==> src/rtl/core/bdpc_pkg.sv <==
// ----------------------------------------------------------------------------
// bdpc_pkg
// types and constants shared by the button debounce and press classifier
// ----------------------------------------------------------------------------
`default_nettype none

package bdpc_pkg;

  localparam int unsigned DebWidth    = 10;
  localparam int unsigned HoldWidth   = 16;
  localparam int unsigned StableWidth = 11;
  localparam int unsigned CfgWidth    = 16;
  localparam int unsigned CfgIdxWidth = 1;
  localparam int unsigned TdataWidth  = 8;

  localparam logic [DebWidth-1:0]    DebTicksRst  = DebWidth'(20);
  localparam logic [HoldWidth-1:0]   HoldTicksRst = HoldWidth'(1000);
  localparam logic [StableWidth-1:0] StableMax    = '1;
  localparam logic [HoldWidth-1:0]   HoldMax      = '1;

  localparam logic [CfgIdxWidth-1:0] RegDebounceTicks = 1'b0;
  localparam logic [CfgIdxWidth-1:0] RegLongHoldTicks = 1'b1;

  typedef struct packed {
    logic                   prev_raw;
    logic                   deb_level;
    logic [StableWidth-1:0] stable_cnt;
    logic [HoldWidth-1:0]   hold_cnt;
    logic                   long_seen;
  } state_t;

  typedef struct packed {
    logic [DebWidth-1:0]  deb_ticks;
    logic [HoldWidth-1:0] hold_ticks;
  } cfg_t;

  typedef struct packed {
    logic long_press;
    logic short_press;
    logic debounced_pressed;
  } result_t;

endpackage

`default_nettype wire

==> src/rtl/core/bdpc_step.sv <==
// ----------------------------------------------------------------------------
// bdpc_step
// next-state and result logic for one tick of the button
// ----------------------------------------------------------------------------
`default_nettype none

module bdpc_step (
  input  bdpc_pkg::state_t  state_i,
  input  bdpc_pkg::cfg_t    cfg_i,
  input  logic              raw_pressed_i,
  output bdpc_pkg::state_t  state_o,
  output bdpc_pkg::result_t result_o
);
  import bdpc_pkg::*;

  logic [HoldWidth-1:0]   hold_inc;
  logic [StableWidth-1:0] stable_nxt;
  logic                   level_ok;
  logic                   press_edge;
  logic                   long_hit;

  always_comb begin
    if (state_i.deb_level && (state_i.hold_cnt != HoldMax)) begin
      hold_inc = state_i.hold_cnt + HoldWidth'(1);
    end else begin
      hold_inc = state_i.hold_cnt;
    end

    if (raw_pressed_i != state_i.prev_raw) begin
      stable_nxt = '0;
    end else if (state_i.stable_cnt != StableMax) begin
      stable_nxt = state_i.stable_cnt + StableWidth'(1);
    end else begin
      stable_nxt = state_i.stable_cnt;
    end

    level_ok   = stable_nxt > {1'b0, cfg_i.deb_ticks};
    press_edge = level_ok && !state_i.deb_level && raw_pressed_i;

    state_o            = state_i;
    state_o.prev_raw   = raw_pressed_i;
    state_o.stable_cnt = stable_nxt;
    state_o.hold_cnt   = press_edge ? '0 : hold_inc;
    state_o.long_seen  = press_edge ? 1'b0 : state_i.long_seen;
    state_o.deb_level  = level_ok ? raw_pressed_i : state_i.deb_level;

    result_o.short_press = level_ok && state_i.deb_level && !raw_pressed_i
                           && !state_i.long_seen;

    long_hit = state_o.deb_level && !state_o.long_seen
               && (state_o.hold_cnt >= cfg_i.hold_ticks);
    state_o.long_seen = state_o.long_seen | long_hit;

    result_o.long_press        = long_hit;
    result_o.debounced_pressed = state_o.deb_level;
  end

endmodule

`default_nettype wire

==> src/rtl/core/button_debounce_press_classifier.sv <==
// ----------------------------------------------------------------------------
// button_debounce_press_classifier
// debounces one push button and flags short and long presses per tick
// ----------------------------------------------------------------------------
//  channel   direction  contents
//  s_axis    in         tdata[0] raw_pressed
//  m_axis    out        tdata[0] debounced_pressed, [1] short_press, [2] long_press
//  cfg       in         idx 0 debounce_ticks, idx 1 long_hold_ticks
//
//  one request per cycle sustained while m_axis_tready does not stall the output
//  the tick is processed as it moves from the input register to the result register
//  reset clears the button state and loads debounce 20, long hold 1000
//  a stalled output holds the result while the input register takes one more request
// ----------------------------------------------------------------------------
`default_nettype none

module button_debounce_press_classifier (
  input  logic                              clk_i,
  input  logic                              rst_ni,
  input  logic                              s_axis_tvalid,
  output logic                              s_axis_tready,
  input  logic [bdpc_pkg::TdataWidth-1:0]   s_axis_tdata,   // raw_pressed
  output logic                              m_axis_tvalid,
  input  logic                              m_axis_tready,
  output logic [bdpc_pkg::TdataWidth-1:0]   m_axis_tdata,   // debounced_pressed, short, long
  input  logic                              cfg_we_i,
  input  logic [bdpc_pkg::CfgIdxWidth-1:0]  cfg_idx_i,
  input  logic [bdpc_pkg::CfgWidth-1:0]     cfg_data_i
);
  import bdpc_pkg::*;

  cfg_t    cfg_q;
  state_t  state_q, state_d;
  result_t res_d, res_q;
  logic    in_vld_q;
  logic    in_raw_q;
  logic    out_vld_q;
  logic    advance;

  assign advance       = in_vld_q && (!out_vld_q || m_axis_tready);
  assign s_axis_tready = !in_vld_q || advance;

  bdpc_step u_step (
    .state_i       (state_q),
    .cfg_i         (cfg_q),
    .raw_pressed_i (in_raw_q),
    .state_o       (state_d),
    .result_o      (res_d)
  );

  always_ff @(posedge clk_i or negedge rst_ni) begin
    if (!rst_ni) begin
      cfg_q.deb_ticks  <= DebTicksRst;
      cfg_q.hold_ticks <= HoldTicksRst;
    end else if (cfg_we_i) begin
      case (cfg_idx_i)
        RegDebounceTicks: cfg_q.deb_ticks  <= cfg_data_i[DebWidth-1:0];
        RegLongHoldTicks: cfg_q.hold_ticks <= cfg_data_i[HoldWidth-1:0];
        default: ;
      endcase
    end
  end

  always_ff @(posedge clk_i or negedge rst_ni) begin
    if (!rst_ni) begin
      in_vld_q  <= 1'b0;
      out_vld_q <= 1'b0;
      state_q   <= '0;
    end else begin
      if (s_axis_tready) begin
        in_vld_q <= s_axis_tvalid;
      end
      if (advance) begin
        out_vld_q <= 1'b1;
        state_q   <= state_d;
      end else if (m_axis_tready) begin
        out_vld_q <= 1'b0;
      end
    end
  end

  always_ff @(posedge clk_i) begin
    if (s_axis_tready && s_axis_tvalid) begin
      in_raw_q <= s_axis_tdata[0];
    end
    if (advance) begin
      res_q <= res_d;
    end
  end

  assign m_axis_tvalid = out_vld_q;
  assign m_axis_tdata  = {{(TdataWidth-3){1'b0}},
                          res_q.long_press, res_q.short_press, res_q.debounced_pressed};

endmodule

`default_nettype wire

==> config.mk <==
export PLATFORM = sky130hd
export DESIGN_NAME = button_debounce_press_classifier
export DESIGN_NICKNAME = d
export VERILOG_FILES = /design/src/rtl/core/bdpc_pkg.sv /design/src/rtl/core/bdpc_step.sv /design/src/rtl/core/button_debounce_press_classifier.sv
export SDC_FILE = /design/constraint.sdc
export NUM_CORES = 1
export LEC_CHECK = 0
export BUFFER_PORTS_ARGS = -buffer_cell sky130_fd_sc_hd__buf_2
export CELL_PAD_IN_SITES_DETAIL_PLACEMENT = 0
export CELL_PAD_IN_SITES_GLOBAL_PLACEMENT = 1
export CORE_ASPECT_RATIO = 1.4
export CORE_UTILIZATION = 25
export CTS_CLUSTER_SIZE = 10
export DETAILED_ROUTE_END_ITERATION = 10
export PLACE_DENSITY_LB_ADDON = 0.1
export SLEW_MARGIN = 20
export SYNTH_ARGS = -nofsm -noshare
export SYNTH_HDL_FRONTEND = slang
export SYNTH_SLANG_ARGS = --single-unit
==> constraint.sdc <==
create_clock -name clk_i -period 9.45 [get_ports clk_i]
set_input_delay 0.4725 -clock clk_i [delete_from_list [all_inputs] [get_ports clk_i]]
set_output_delay 0.4725 -clock clk_i [all_outputs]
set_load 0.005 [all_outputs]
; After elaboration in Yosys (flattened, before gate mapping)
; Cells that the tools add are included.
[totals]
regBits = 62
input_bits = 30
out_inout_bits = 10
word_cells = 51
[classes]
add_sub_neg = 2
n_lt_le_gt_ge = 2
n_eq_ne = 3
mux = 8
bitwise_logic = 2
n_reduce_logical = 21
[ops]
columns = cell, count
row1 = 16-bit two-way mux, 2
row2 = 11-bit two-way mux, 2
row3 = "16-bit by 1-bit adder with 16-bit output, second input constant", 1
row4 = 16-bit >= comparator, 1
row5 = "16-bit != test, second input constant", 1
row6 = "11-bit by 1-bit adder with 11-bit output, second input constant", 1
row7 = 11-bit by 10-bit greater-than comparator with 1-bit output, 1
row8 = "11-bit != test, second input constant", 1
row9 = 1-bit logical AND, 10
row10 = 1-bit zero test, 6
row11 = 1-bit two-way mux, 4
row12 = 2-bit AND reduction, 2
row13 = 1-bit logical OR, 2
row14 = 2-bit nonzero test, 1
row15 = 1-bit != test, 1
row16 = 1-bit inverter, 1
row17 = 1-bit bitwise OR, 1

; Logic depth before layout (Yosys ltp)
[depth]
ltp_word = 11
ltp_mapped = 23
depth_no_buf = 20

; By module
; From an unflattened synthesis, not the netlist that was laid out.
[hier_totals]
cells_unflattened = 342
area_unflattened_um2 = 3892.5
[modules_own_cells]
columns = mod, n_inst, cells_each, area_per_inst_um2, seq_area_each_um2
row1 = button_debounce_press_classifier, 1, 138, 2479.9, 1581.5
row2 = bdpc_step, 1, 204, 1412.6, 0.0

; Worst setup path before layout
; No wires, ideal clock.
[synth_path]
path_kind = register -> register
from = register state_q[17] (netlist bit)
to = register res_q (netlist bit m_axis_tdata[2]) (data pin)
setup_ns = 0.255
arrival_ns = 4.417
t_required_ns = 9.195
path_slack_ns = 4.778
stages_incl_launch_ff = 23
n_path_buf = 3
period_less_slack_ns = 4.672
cell_sequence = dfrtp_1 ha_1 nand3_1 or4_1 buf_2 and2_1 nand3_1 xor2_1 nor2_1 ha_1 nand4_1 or3_1 o211ai_2 a21boi_1 buf_2 buf_2 nor2_1 ha_1 a2111oi_0 o21a_1 o2111ai_1 and2_0 and3_1
[synth_lines]
columns = element, line
row1 = from (decl), button_debounce_press_classifier.sv:33  ; state_t state_q, state_d;
row2 = from (signal assigned), button_debounce_press_classifier.sv:75  ; state_q <= state_d;
row3 = to (signal assigned), button_debounce_press_classifier.sv:87  ; res_q <= res_d;
row4 = to (decl), button_debounce_press_classifier.sv:34  ; result_t res_d, res_q;

==> metrics.md <==
| Metric | Value |
|---|---|
| Status | `finished, final reports clean` |
| # Max-Cap Violations | `0` |
| Skew-Pair Late Insertion Delay | `0.34 ns` |
| Total wire length | `10100 um` |
| Mapped Cells | `429` |
| Gate power share | `0.216` |
| Final hold vios | `0` |
| Port bufs | `27` |
| Layout Nets | `509` |
| EDFF count, synth | `4` |
| Via density | `4.72` |
| Max-slew violation count | `0` |
| Mapped Area | `3920 um2` |
| Row cnt | `53` |
| CP max FO | `21` |
| Number of diodes | `0` |
| Reg power frac | `0.405` |
| Share of post-route cells with drive strength above 1 | `0.184` |
| Clock slew at reported path FFs | `0.06 ns` |
| Area of all sequential standard cells | `1580 um2` |
| Synthesized flop and latch total | `62` |
| H-tree Lvls | `3` |
| Worst slew pin tran | `0.949 ns` |
| Total track usage | `0.136` |
| Leakage Power | `2.05 nW` |
| Period utilization | `0.562` |
| Worst vdd rail ir drop | `0.0640 mV` |
| Fmax | `0.188 GHz` |
| Antenna Nets Post-Route | `0` |
| Critical path class | `flip-flop to flip-flop` |
| Drt wl/cell | `15.5 um` |
| Min cycle time layout | `5.31 ns` |
| Die X-Extent | `108 um` |
| Hold Buf Count CTS | `0` |
| CTS tree | `yes` |
| Sequential area share after synthesis | `0.403` |
| RSZ-0062 raised after global routing | `no` |
| Critical path arrival | `5.40 ns` |
| CTS sink count | `62` |
| Die area | `16200 um2` |
| Net Sw Frac | `0.313` |
| Clk_skew | `0.00867 ns` |
| Synth area leader | `dfrtp_1` |
| Core ar. | `15200 um2` |
| Clock Power Share | `0.379` |
| Post-CTS setup buffer count | `0` |
| Vias in the first global route | `3118` |
| Reg2Reg Launch Point | `state_q[17]` |
| Most frequent cells in the layout | `dfrtp_1 (50), nand2_1 (46), nor2_1 (35), inv_1 (31), o21ai_0 (29)` |
| WP data required | `9.54 ns` |
| Initial antenna violation count | `0` |
| Max clock buf depth | `2` |
| Setup crit start | `state_q[17]` |
| Reg2Reg Setup Slack | `4.14 ns` |
| Root buf cell | `clkbuf_16` |
| Residual DRC | `0` |
| Worst setup path end | `m_axis_tdata[2]` |
| P per Cell Area | `186 nW/um2` |
| Setup TNS | `0 ns` |
| Iteration-0 DRC Markers | `107` |
| HP Class | `primary input to async pin` |
| Pin count of the biggest net entering global routing | `59` |
| Overall die height | `150 um` |
| Post-synth cell types | `59` |
| Net switching power | `262 uW` |
| FF-to-FF End | `m_axis_tdata[2]` |
| Congestion Overflow GR | `0` |
| Largest cells by area after synthesis | `dfrtp_1 (32%), ha_1 (8.9%), mux2_2 (5.5%), dfstp_2 (5.4%), nand2_1 (4.4%)` |
| I/O pins | `40` |
| CP startpoint kind | `flip-flop` |
| Most common cell after layout, fill and taps aside | `dfrtp_1` |
| Synth Area per Inst | `9.15 um2` |
| R2R cell count | `20` |
| Drt first pass iters | `4` |
| Final setup viols | `0` |
| Setup WS pre-CTS | `4.04 ns` |
| Async set-reset flop share out of synthesis | `0.935` |
| Worst setup EP type | `flip-flop` |
| Dpl hpwl | `7230 um` |
| Post-route setup slack | `4.14 ns` |
| Starting density of the core | `0.258` |
| Ys Warns | `0` |
| Post-CTS Resized | `0` |
| Via count | `3058` |
| Power Internal | `575 uW` |
| Fillers | `1616` |
| Relative slew slack | `0.366` |
| Post-synth top area share | `0.319` |
| CTS Buf Count | `9` |
| P&R area growth vs syn | `14.6%` |
| Area of the multi-input gates | `2110 um2` |
| Global-route wire length before repair | `16100 um` |
| Top FF cell, synth | `dfrtp_1` |
| Final RePlAce weighted congestion | `0.734` |
## per-layer routing
layer / track usage / wire length, um
met5: 0 / 0
met4: 0.0514 / 168
met3: 0.0394 / 225
met2: 0.252 / 5490
met1: 0.144 / 4190
## worst min path at each step
stage,slack [ns],from,to,depth (start not counted)
final,0.31,rst_ni,cfg_q[14],2
after global placement,0.47,in_vld_q,m_axis_tvalid,1
after detailed placement,0.49,in_vld_q,m_axis_tvalid,1
after floorplan,0.18,rst_ni,cfg_q[0],0
after CTS,0.30,s_axis_tdata[0],in_raw_q,1
after global routing,0.29,s_axis_tdata[0],in_raw_q,1
## metrics by stage
stage	hold slack (ns)	instances	area, um2	utilization	power (mW)
after floorplan	0.177	433	3940	-	0.473
after global placement	0.475	632	4220	0.278	0.525
after detailed placement	0.491	632	4220	0.278	0.530
after CTS	0.296	648	4500	0.296	0.855
after global routing	0.294	648	4500	0.296	0.896
final	0.307	648	4500	0.296	0.837
## critical path, stage by stage (launching register included)
cell and delay, ns:
dfrtp_1 0.39, ha_1 0.22, nand3_1 0.13, or4_1 0.73, and2_1 0.30, nand3_1 0.14, xor2_1 0.15, nor2_1 0.09
ha_1 0.35, nand4_1 0.09, or3_1 0.39, o211ai_2 0.14, a21boi_1 0.11, buf_4 0.23, nor2_1 0.13, ha_1 0.25
a2111oi_0 0.41, o21a_1 0.20, o2111ai_1 0.11, and2_0 0.27, and3_1 0.22
## sequential cells by signal (all words and copies together), names as in the netlist
| register | cells |
|---|---|
| cfg_q | 26 |
| in_vld_q | 1 |
| state_q | 30 |
| in_raw_q | 1 |
| m_axis_tvalid | 1 |
| m_axis_tdata | 3 |
## area by class of cell
| class | count | area share |
|---|---|---|
| well taps | 192 | 0.0534 |
| clock buffers | 12 | 0.0570 |
| clock inverters | 4 | 0.00501 |
| flip-flops and latches | 62 | 0.352 |
| multi-input cells | 316 | 0.470 |
| repair buffers | 31 | 0.0367 |
| inverters | 31 | 0.0259 |
## cells by family after synthesis
family                     Yosys count  synth area share
and+or+nand+nor                    146             0.186
AOI/OAI and AO/OA                   92             0.146
DFF                                 62             0.403
buffers and inverters               55            0.0619
adders and majority gates           28            0.0893
xor gates and xnor gates            24            0.0536
muxes                               21            0.0596
other                                1          0.000956
## power by group through the flow
stage / Sequential, mW / Clock, mW / Combinational [mW]
2_1_floorplan: 0.332 / 0 / 0.141
3_3_place_gp: 0.343 / 0 / 0.183
3_5_place_dp: 0.344 / 0 / 0.186
4_1_cts: 0.339 / 0.328 / 0.188
5_1_grt: 0.344 / 0.342 / 0.210
6_report: 0.339 / 0.317 / 0.181
## cell usage after synthesis (all sizes together), types with 3 or more instances
cell	count
a31oi	13
buf	13
and4	3
or2	6
inv	31
clkbuf	11
xnor2	12
dfstp	8
dfrtp	50
mux2	19
nand2b	3
and3	8
o31ai	5
a211oi	3
edfxtp	4
nand3	15
a21o	4
nand2	46
o21a	3
a21oi	20
nor2	35
ha	28
nand4	10
nor3	4
o21ai	29
xor2	12
and2	7
No activity file was read; power rests on OpenSTA's default activity.
